--- config.mk ---
export PLATFORM = sky130hd
export DESIGN_NAME = name_number_record_parser
export DESIGN_NICKNAME = d
export VERILOG_FILES = /design/src/sv/nnrp_pkg.sv /design/src/sv/name_number_record_parser.sv
export SDC_FILE = /design/constraint.sdc
export NUM_CORES = 1
export LEC_CHECK = 0
export BUFFER_PORTS_ARGS = -buffer_cell sky130_fd_sc_hd__clkbuf_2
export CAP_MARGIN = 20
export CORE_MARGIN = 8
export CORE_UTILIZATION = 36
export CTS_CLUSTER_DIAMETER = 200
export DETAILED_ROUTE_END_ITERATION = 7
export SLEW_MARGIN = 0
export SYNTH_ARGS = -nofsm -noshare
export SYNTH_HDL_FRONTEND = slang
export SYNTH_SLANG_ARGS = --single-unit
--- constraint.sdc ---
create_clock -name clk -period 5.7 [get_ports clk]
set_input_delay 1.14 -clock clk [delete_from_list [all_inputs] [get_ports clk]]
set_output_delay 1.14 -clock clk [all_outputs]
set_load 0.005 [all_outputs]
--- src/sv/nnrp_pkg.sv ---
package nnrp_pkg;

    localparam int NAME_BUFFER_BYTES = 64;
    localparam int CNT_W = $clog2(NAME_BUFFER_BYTES);

    localparam logic [1:0] PH_NAME   = 2'd0;
    localparam logic [1:0] PH_NUMBER = 2'd1;
    localparam logic [1:0] PH_DRAIN  = 2'd2;

    localparam logic [2:0] ST_OK        = 3'd0;
    localparam logic [2:0] ST_NO_COMMA  = 3'd1;
    localparam logic [2:0] ST_TOO_LONG  = 3'd2;
    localparam logic [2:0] ST_OVERFLOW  = 3'd3;
    localparam logic [2:0] ST_BAD_CHAR  = 3'd4;
    localparam logic [2:0] ST_NO_DIGITS = 3'd5;

    localparam logic [7:0] CH_NUL   = 8'd0;
    localparam logic [7:0] CH_TAB   = 8'd9;
    localparam logic [7:0] CH_LF    = 8'd10;
    localparam logic [7:0] CH_SPACE = 8'd32;
    localparam logic [7:0] CH_COMMA = 8'h2c;
    localparam logic [7:0] CH_ZERO  = 8'h30;
    localparam logic [7:0] CH_NINE  = 8'h39;

    localparam logic KIND_NAME    = 1'b0;
    localparam logic KIND_SUMMARY = 1'b1;

endpackage

--- src/sv/name_number_record_parser.sv ---
// Parses records of the form name ',' blanks digits, terminated by LF or NUL, one byte
// per cycle. Each name byte is forwarded as a name transfer; the terminator produces
// one summary transfer with the 64-bit value, name length and status. After an error
// the rest of the record is dropped and the error is reported at the terminator.
// Throughput is one byte per cycle: the record state and the times-ten accumulate
// are updated in the cycle a byte is taken, and results go to a single output
// register. in_ready is low only while that register holds a result not yet taken.
module name_number_record_parser (
    input  logic        clk,
    input  logic        rst_n,
    input  logic        in_valid,
    output logic        in_ready,
    input  logic [7:0]  in_byte,
    output logic        out_valid,
    input  logic        out_ready,
    output logic        kind,
    output logic [7:0]  name_char,
    output logic [5:0]  name_index,
    output logic [63:0] value,
    output logic [5:0]  name_length,
    output logic [2:0]  status
);

    logic [1:0]                 phase_reg, phase_next;
    logic [nnrp_pkg::CNT_W-1:0] cnt_reg, cnt_next;
    logic                       digit_seen_reg, digit_seen_next;
    logic [63:0]                acc_reg, acc_next;
    logic [2:0]                 err_reg, err_next;

    logic        out_valid_reg, out_valid_next;
    logic        kind_reg;
    logic [7:0]  name_char_reg;
    logic [5:0]  name_index_reg;
    logic [63:0] value_reg;
    logic [5:0]  name_length_reg;
    logic [2:0]  status_reg;

    logic        accept;
    logic        term;
    logic        is_digit;
    logic        is_blank;
    logic [67:0] times_ten;
    logic        emit;
    logic        emit_kind;
    logic [2:0]  emit_status;

    assign in_ready = !out_valid_reg || out_ready;
    assign accept   = in_valid && in_ready;

    assign term     = (in_byte == nnrp_pkg::CH_LF) || (in_byte == nnrp_pkg::CH_NUL);
    assign is_digit = (in_byte >= nnrp_pkg::CH_ZERO) && (in_byte <= nnrp_pkg::CH_NINE);
    assign is_blank = (in_byte == nnrp_pkg::CH_TAB) || (in_byte == nnrp_pkg::CH_SPACE);

    // v*10 + d with headroom; any carry into the top nibble is an overflow
    assign times_ten = ({4'b0, acc_reg} << 3) + ({4'b0, acc_reg} << 1)
                     + {60'b0, in_byte - nnrp_pkg::CH_ZERO};

    always_comb
    begin
        phase_next      = phase_reg;
        cnt_next        = cnt_reg;
        digit_seen_next = digit_seen_reg;
        acc_next        = acc_reg;
        err_next        = err_reg;
        emit            = 1'b0;
        emit_kind       = nnrp_pkg::KIND_NAME;
        emit_status     = nnrp_pkg::ST_OK;

        unique case (phase_reg)
            nnrp_pkg::PH_NAME:
            begin
                if (in_byte == nnrp_pkg::CH_COMMA)
                begin
                    phase_next = nnrp_pkg::PH_NUMBER;
                end
                else if (term)
                begin
                    emit        = 1'b1;
                    emit_kind   = nnrp_pkg::KIND_SUMMARY;
                    emit_status = nnrp_pkg::ST_NO_COMMA;
                end
                else if (cnt_reg >= nnrp_pkg::CNT_W'(nnrp_pkg::NAME_BUFFER_BYTES - 1))
                begin
                    err_next   = nnrp_pkg::ST_TOO_LONG;
                    phase_next = nnrp_pkg::PH_DRAIN;
                end
                else
                begin
                    emit     = 1'b1;
                    cnt_next = cnt_reg + 1'b1;
                end
            end
            nnrp_pkg::PH_NUMBER:
            begin
                if (term)
                begin
                    emit        = 1'b1;
                    emit_kind   = nnrp_pkg::KIND_SUMMARY;
                    emit_status = digit_seen_reg ? nnrp_pkg::ST_OK : nnrp_pkg::ST_NO_DIGITS;
                end
                else if (!digit_seen_reg && is_blank)
                begin
                    phase_next = nnrp_pkg::PH_NUMBER;
                end
                else if (is_digit)
                begin
                    if (times_ten[67:64] != 4'd0)
                    begin
                        err_next   = nnrp_pkg::ST_OVERFLOW;
                        phase_next = nnrp_pkg::PH_DRAIN;
                    end
                    else
                    begin
                        acc_next        = times_ten[63:0];
                        digit_seen_next = 1'b1;
                    end
                end
                else
                begin
                    err_next   = nnrp_pkg::ST_BAD_CHAR;
                    phase_next = nnrp_pkg::PH_DRAIN;
                end
            end
            default:
            begin
                if (term)
                begin
                    emit        = 1'b1;
                    emit_kind   = nnrp_pkg::KIND_SUMMARY;
                    emit_status = err_reg;
                end
            end
        endcase

        // summary starts a fresh record
        if (emit && (emit_kind == nnrp_pkg::KIND_SUMMARY))
        begin
            phase_next      = nnrp_pkg::PH_NAME;
            cnt_next        = '0;
            digit_seen_next = 1'b0;
            acc_next        = 64'd0;
            err_next        = nnrp_pkg::ST_OK;
        end
    end

    always_comb
    begin
        if (accept && emit)
            out_valid_next = 1'b1;
        else if (out_ready)
            out_valid_next = 1'b0;
        else
            out_valid_next = out_valid_reg;
    end

    always_ff @(posedge clk or negedge rst_n)
    begin
        if (!rst_n)
        begin
            phase_reg      <= nnrp_pkg::PH_NAME;
            cnt_reg        <= '0;
            digit_seen_reg <= 1'b0;
            acc_reg        <= 64'd0;
            err_reg        <= nnrp_pkg::ST_OK;
            out_valid_reg  <= 1'b0;
        end
        else
        begin
            out_valid_reg <= out_valid_next;
            if (accept)
            begin
                phase_reg      <= phase_next;
                cnt_reg        <= cnt_next;
                digit_seen_reg <= digit_seen_next;
                acc_reg        <= acc_next;
                err_reg        <= err_next;
            end
        end
    end

    always_ff @(posedge clk)
    begin
        if (accept && emit)
        begin
            kind_reg <= emit_kind;
            if (emit_kind == nnrp_pkg::KIND_SUMMARY)
            begin
                name_char_reg   <= 8'd0;
                name_index_reg  <= 6'd0;
                value_reg       <= (emit_status == nnrp_pkg::ST_OK) ? acc_reg : 64'd0;
                name_length_reg <= 6'(cnt_reg);
                status_reg      <= emit_status;
            end
            else
            begin
                name_char_reg   <= in_byte;
                name_index_reg  <= 6'(cnt_reg);
                value_reg       <= 64'd0;
                name_length_reg <= 6'd0;
                status_reg      <= nnrp_pkg::ST_OK;
            end
        end
    end

    assign out_valid   = out_valid_reg;
    assign kind        = kind_reg;
    assign name_char   = name_char_reg;
    assign name_index  = name_index_reg;
    assign value       = value_reg;
    assign name_length = name_length_reg;
    assign status      = status_reg;

endmodule

# --- Yosys cells after proc, flatten, opt, wreduce, memory -nomap -nowiden ---
# Index checks and enable logic that the tools add are counted.
totals:
  ff_bits: 165
  latch_bits: 0
  ramBits: 0
  mem_bits_ro: 0
  output_inout_bits: 90
  word_cells: 112
  memories: 0
classes:
  addsub: 4
  mul: 0
  n_div: 0
  order_cmp: 3
  eq_ne: 19
  shift: 0
  muxes: 50
  bitwise: 0
  n_reduce_logical: 24
op_table:
  columns: ["cell", "count"]
  rows:
  - ["$mux W64", 6]
  - ["$add A67 B65 Y68", 1]
  - ["$add A68 B8 Y68", 1]
  - ["$mux W3", 11]
  - ["$mux W6", 5]
  - ["$mux W1", 17]
  - ["$eq A8 B4 Y1 const B", 2]
  - ["$eq A8 B6 Y1 const B", 2]
  - ["$mux W2", 8]
  - ["$ne A3 B3 Y1 const B", 5]
  - ["$ne A4 B4 Y1 const B", 3]
  - ["$pmux W3 S2", 2]
  - ["$reduce_and A6 Y1", 2]
  - ["$ne A2 B1 Y1 const B", 5]
  - ["$ge A8 B6 Y1 const B", 1]
  - ["$le A8 B6 Y1 const B", 1]
  - ["$logic_not A8 Y1", 1]
  - ["$reduce_and A8 Y1", 1]
  - ["$reduce_bool A2 Y1", 4]
  - ["$sub A8 B6 Y8 const B", 1]
  - ["$add A6 B1 Y6 const B", 1]
  - ["$ge A6 B6 Y1 const B", 1]
  - ["$logic_and A1 B1 Y1", 5]
  - ["$ne A5 B5 Y1 const B", 1]
  - ["other kinds (10)", 13]

# --- Logic depth before layout (Yosys ltp) ---
logic_depth:
  ltp_word: 9
  ltp_mapped: 17
  mapped_depth_nobuf: 14

# --- Worst setup path before layout ---
# No wires, ideal clock.
synth_path:
  kind: "input -> register"
  from: "in in_byte[4]"
  to: "reg acc_reg[10]"
  setup_time_ps: 121
  arrival_time_ps: 5167
  required_time_ps: 5579
  setup_slack_ps: 412
  cell_stages: 15
  n_path_buf: 1
  cell_sequence: "ha_1 xnor2_1 fa_1 ha_1 a21o_1 o21bai_1 o311ai_1 o211ai_2 a41oi_2 mux2_1 a221o_1 a2111oi_4 o21ai_2 clkbuf_1 a22o_1"
synth_between:
  elab_chain_len: 8
  word_cells_on_any_way: 33
  classes_between: "2 x add/sub; 2 x order compare; 7 x eq/ne; 12 x mux; 10 x reduce/logical"
synth_lines:
  columns: ["element", "line_no", "text"]
  rows:
  - ["start, declared", "name_number_record_parser.sv:13", "input logic [7:0] in_byte,"]
  - ["$sub A8 B6 Y8 (tied with other cells)", "name_number_record_parser.sv:56", "+ {60'b0, in_byte - nnrp_pkg::CH_ZERO};"]
  - ["$add A68 B8 Y68 / $logic_or A1 B1 Y1 (equally long branches)", "name_number_record_parser.sv:56, name_number_record_parser.sv:50", null]
  - ["$mux W64 (tied with other cells)", "name_number_record_parser.sv:107", "if (times_ten[67:64] != 4'd0)"]
  - ["$mux W64 / $mux W1 (equally long branches)", "name_number_record_parser.sv:105, name_number_record_parser.sv:72", null]
  - ["$mux W64 / $mux W1 (equally long branches)", null, null]
  - ["$mux W64 / $logic_and A1 B1 Y1 (equally long branches)", "name_number_record_parser.sv:95, name_number_record_parser.sv:136", null]
  - ["$mux W64 (tied with other cells)", "name_number_record_parser.sv:69", "unique case (phase_reg)"]
  - ["$mux W64 / $reduce_and A6 Y1 (equally long branches)", null, null]
  - ["end signal, assigned", "name_number_record_parser.sv:175", "acc_reg <= acc_next;"]
  - ["end, declared", "name_number_record_parser.sv:27", "logic [63:0] acc_reg, acc_next;"]
# Parallel ways exist; a longest one is shown, timed or not. The select of a mux whose other input is x is not followed.
# A chain may end at the register's enable or synchronous reset.

# --- Worst setup path after layout ---
layout_path:
  from: "in in_byte[5]"
  to: "reg acc_reg[54]"
# Same word-level chain as after synthesis.

==> metrics <==
status finished, final reports clean; R2R depth 15; Hold WS 0.507 ns; Resized Gates After CTS 0; FILL cells 2931; clock network power share 0.378; GRT Overall Usage 0.156; Syn Std Cell Area 11000 um2; Slew @ Worst Pin 0.597 ns; cts bufs inserted 17; Slew Limit Fails 0; NumNets Final 1308; post-CTS setup buffer count 0; initial antenna violation count 0; dpl hpwl 21000 um; CP Class input port to flip-flop; Max IR drop VDD 0.215 mV; Rows 64; # Max-Cap Violations 0; share of synthesized flip-flops with an asynchronous set or reset 0.467; Cell Int Power 2.29 mW; Yosys cell types 71; synthesized area per cell 10.2 um2; clk buf depth 2; Core Box Area 30300 um2; grt total ovfl 0; final worst slack 0.442 ns; FF/Latch Area 4570 um2; Pwr Total 3.25 mW; Fin Clk Skew 0.0191 ns; first-pass GRT wire length 46400 um; Peak Freq 190 MHz; RSZ-0062 raised after global routing false; layout cells sized above 1 0.146; P per Cell Area 257 nW/um2; final wirelength 28000 um; Comb pwr share 0.147; P_sw 0.963 mW; Seq/Total Area, Yosys 0.415; EDFF count, synth 88; WHS Endpoint err_reg[0]; CTS Hold Bufs 0; pre-CTS setup slack 0.0290 ns; Ant. Diodes 0; Primary FF master, synth edfxtp_1; Die Wd 191 um; Wirelength per Cell 17.8 um; clk sinks 165; clock latency on the worst-skew pair 0.45 ns; Clock Tree Root clkbuf_16; Worst Hold Depth 1; drt pass-1 iters 5; post-route cell area 12600 um2; CP Capture Type flip-flop; origin of the critical flop-to-flop path acc_reg[2]; Ys Warns 0; Final Util 0.417; Via Count 8575; Sw Ratio 0.296; PortBufs 101; multi-input logic area 6130 um2; largest net degree at the start of global routing 78; setup TNS 0 ns; CP arrival 5.63 ns; endpoints failing setup 0; leak pwr 5.86 nW; height of the chip 191 um; CTS tree done; GPL Wtd Cong 0.894; DRC violations left 0; area growth from synthesis to layout 14.9%; Post-Syn Instances 1073; die area 36400 um2; Startpoint Class input port; CTS H-tree depth 4; Via density 5.45; DRT iter0 DRCs 535; Synth Net Count 1218; cell area after placement 12000 um2; Worst R2R Setup Slack 0.98 ns; post-layout min period 5.26 ns; vias in the first global route 8655; worst flop-to-flop path endpoint acc_reg[54]; Worst Hold Class flip-flop to flip-flop; remaining antenna violation count after routing 0; crit share post-route 0.922; Ports 102; final hold vios 0; CP required 6.07 ns; Sequential Power Share 0.475; Max FO, Critical Path 33; Max-slew headroom 0.597; clock slew at reported path FFs 0.08 ns; initial core utilization 0.362; hold_sp err_reg[0]; Yosys reg bits 165; Final Non-Filler Cells 1572; dpl cells 1539
## power by group through the flow
stage | logic (mW) | clock network [mW] | registers (mW)
6_report | 0.478 | 1.23 | 1.55
5_1_grt | 0.545 | 1.30 | 1.57
4_1_cts | 0.490 | 1.25 | 1.55
3_5_place_dp | 0.487 | 0 | 1.57
3_3_place_gp | 0.481 | 0 | 1.57
2_1_floorplan | 0.254 | 0 | 1.57
## worst max-delay path, stage by stage
cell       delay (ns)
clkbuf_2         0.12
ha_1             0.21
xnor2_1          0.18
fa_1             0.44
ha_1             0.37
a21o_1           0.19
a221o_1          0.44
o211ai_2         0.23
a311oi_1         0.19
o21ai_1          0.31
a21oi_1          0.15
or4_1            0.49
a2111oi_4        0.51
and2_2           0.29
buf_12           0.21
a22o_1           0.15
## how the worst max path moves through the flow
stage | to | depth (start not counted) | slack [ns] | from
floorplan | acc_reg[10] | 15 | 0.41 | in_byte[4]
global placement | acc_reg[41] | 16 | 0.07 | in_byte[4]
detailed placement | acc_reg[5] | 16 | 0.03 | in_byte[5]
CTS | acc_reg[5] | 16 | 0.47 | in_byte[5]
global route | acc_reg[56] | 16 | 0.11 | in_byte[4]
finish | acc_reg[54] | 16 | 0.44 | in_byte[5]
## layout make-up
type | instances | area share
inverter | 25 | 0.00752
tap | 396 | 0.0392
clock inverter | 15 | 0.0163
timing repair buffer | 122 | 0.0572
clock buffer | 17 | 0.0337
multi-input combinational | 832 | 0.485
sequential | 165 | 0.361
## Yosys cell counts (all sizes together), types with 10 or more instances
master / n / area share
ha: 127 / 0.14
a21oi: 89 / 0.041
edfxtp: 88 / 0.24
and2: 82 / 0.047
dfrtp: 77 / 0.18
nand2: 75 / 0.026
nor2: 62 / 0.021
a22o: 58 / 0.046
o21ai: 57 / 0.026
xnor2: 38 / 0.030
clkbuf: 34 / 0.012
xor2: 31 / 0.025
nand4: 25 / 0.014
inv: 24 / 0.0082
nor3: 19 / 0.0091
a21o: 17 / 0.012
buf: 17 / 0.0088
o211ai: 14 / 0.010
nand3: 10 / 0.0046
o21bai: 10 / 0.0068
## per-layer routing
metal / vias up / GRT usage / share of wire
met2: 219 / 0.238 / 0.44
met4: 0 / 0.0468 / 0.017
li1: 4184 / - / -
met1: 4141 / 0.219 / 0.49
met5: - / 0 / 0
met3: 31 / 0.0304 / 0.053
## cell usage in the layout (no fill, tap or decap), types with 5 or more instances in the layout
cell type	count
fa_1	6
o21a_1	7
clkinv_8	6
nand2_1	74
a31oi_1	5
xor2_1	31
and3_1	6
o2bb2ai_1	5
and2_1	80
xnor2_1	38
ha_1	127
nor2_1	62
clkbuf_2	100
nand3_1	10
nor3_1	18
inv_1	22
nand4_1	25
nor2b_1	8
a22o_1	58
a21o_1	17
clkbuf_16	17
edfxtp_1	88
o21bai_1	10
a21oi_1	89
buf_4	18
o21ai_0	54
dfrtp_1	77
a211oi_1	8
nor4_1	7
o211ai_1	12
## cell families (layout without fill, tap and decap cells)
kind of cell | after synthesis | count (layout) | share of synthesized area
buffers and inverters | 76 | 179 | 0.0289
adders and majority gates | 133 | 133 | 0.155
and+or+nand+nor | 315 | 315 | 0.148
AOI/OAI and AO/OA | 313 | 313 | 0.195
muxes | 2 | 2 | 0.00193
DFF | 165 | 165 | 0.415
xor gates and xnor gates | 69 | 69 | 0.0549
Power figures use the tool's default switching activity.
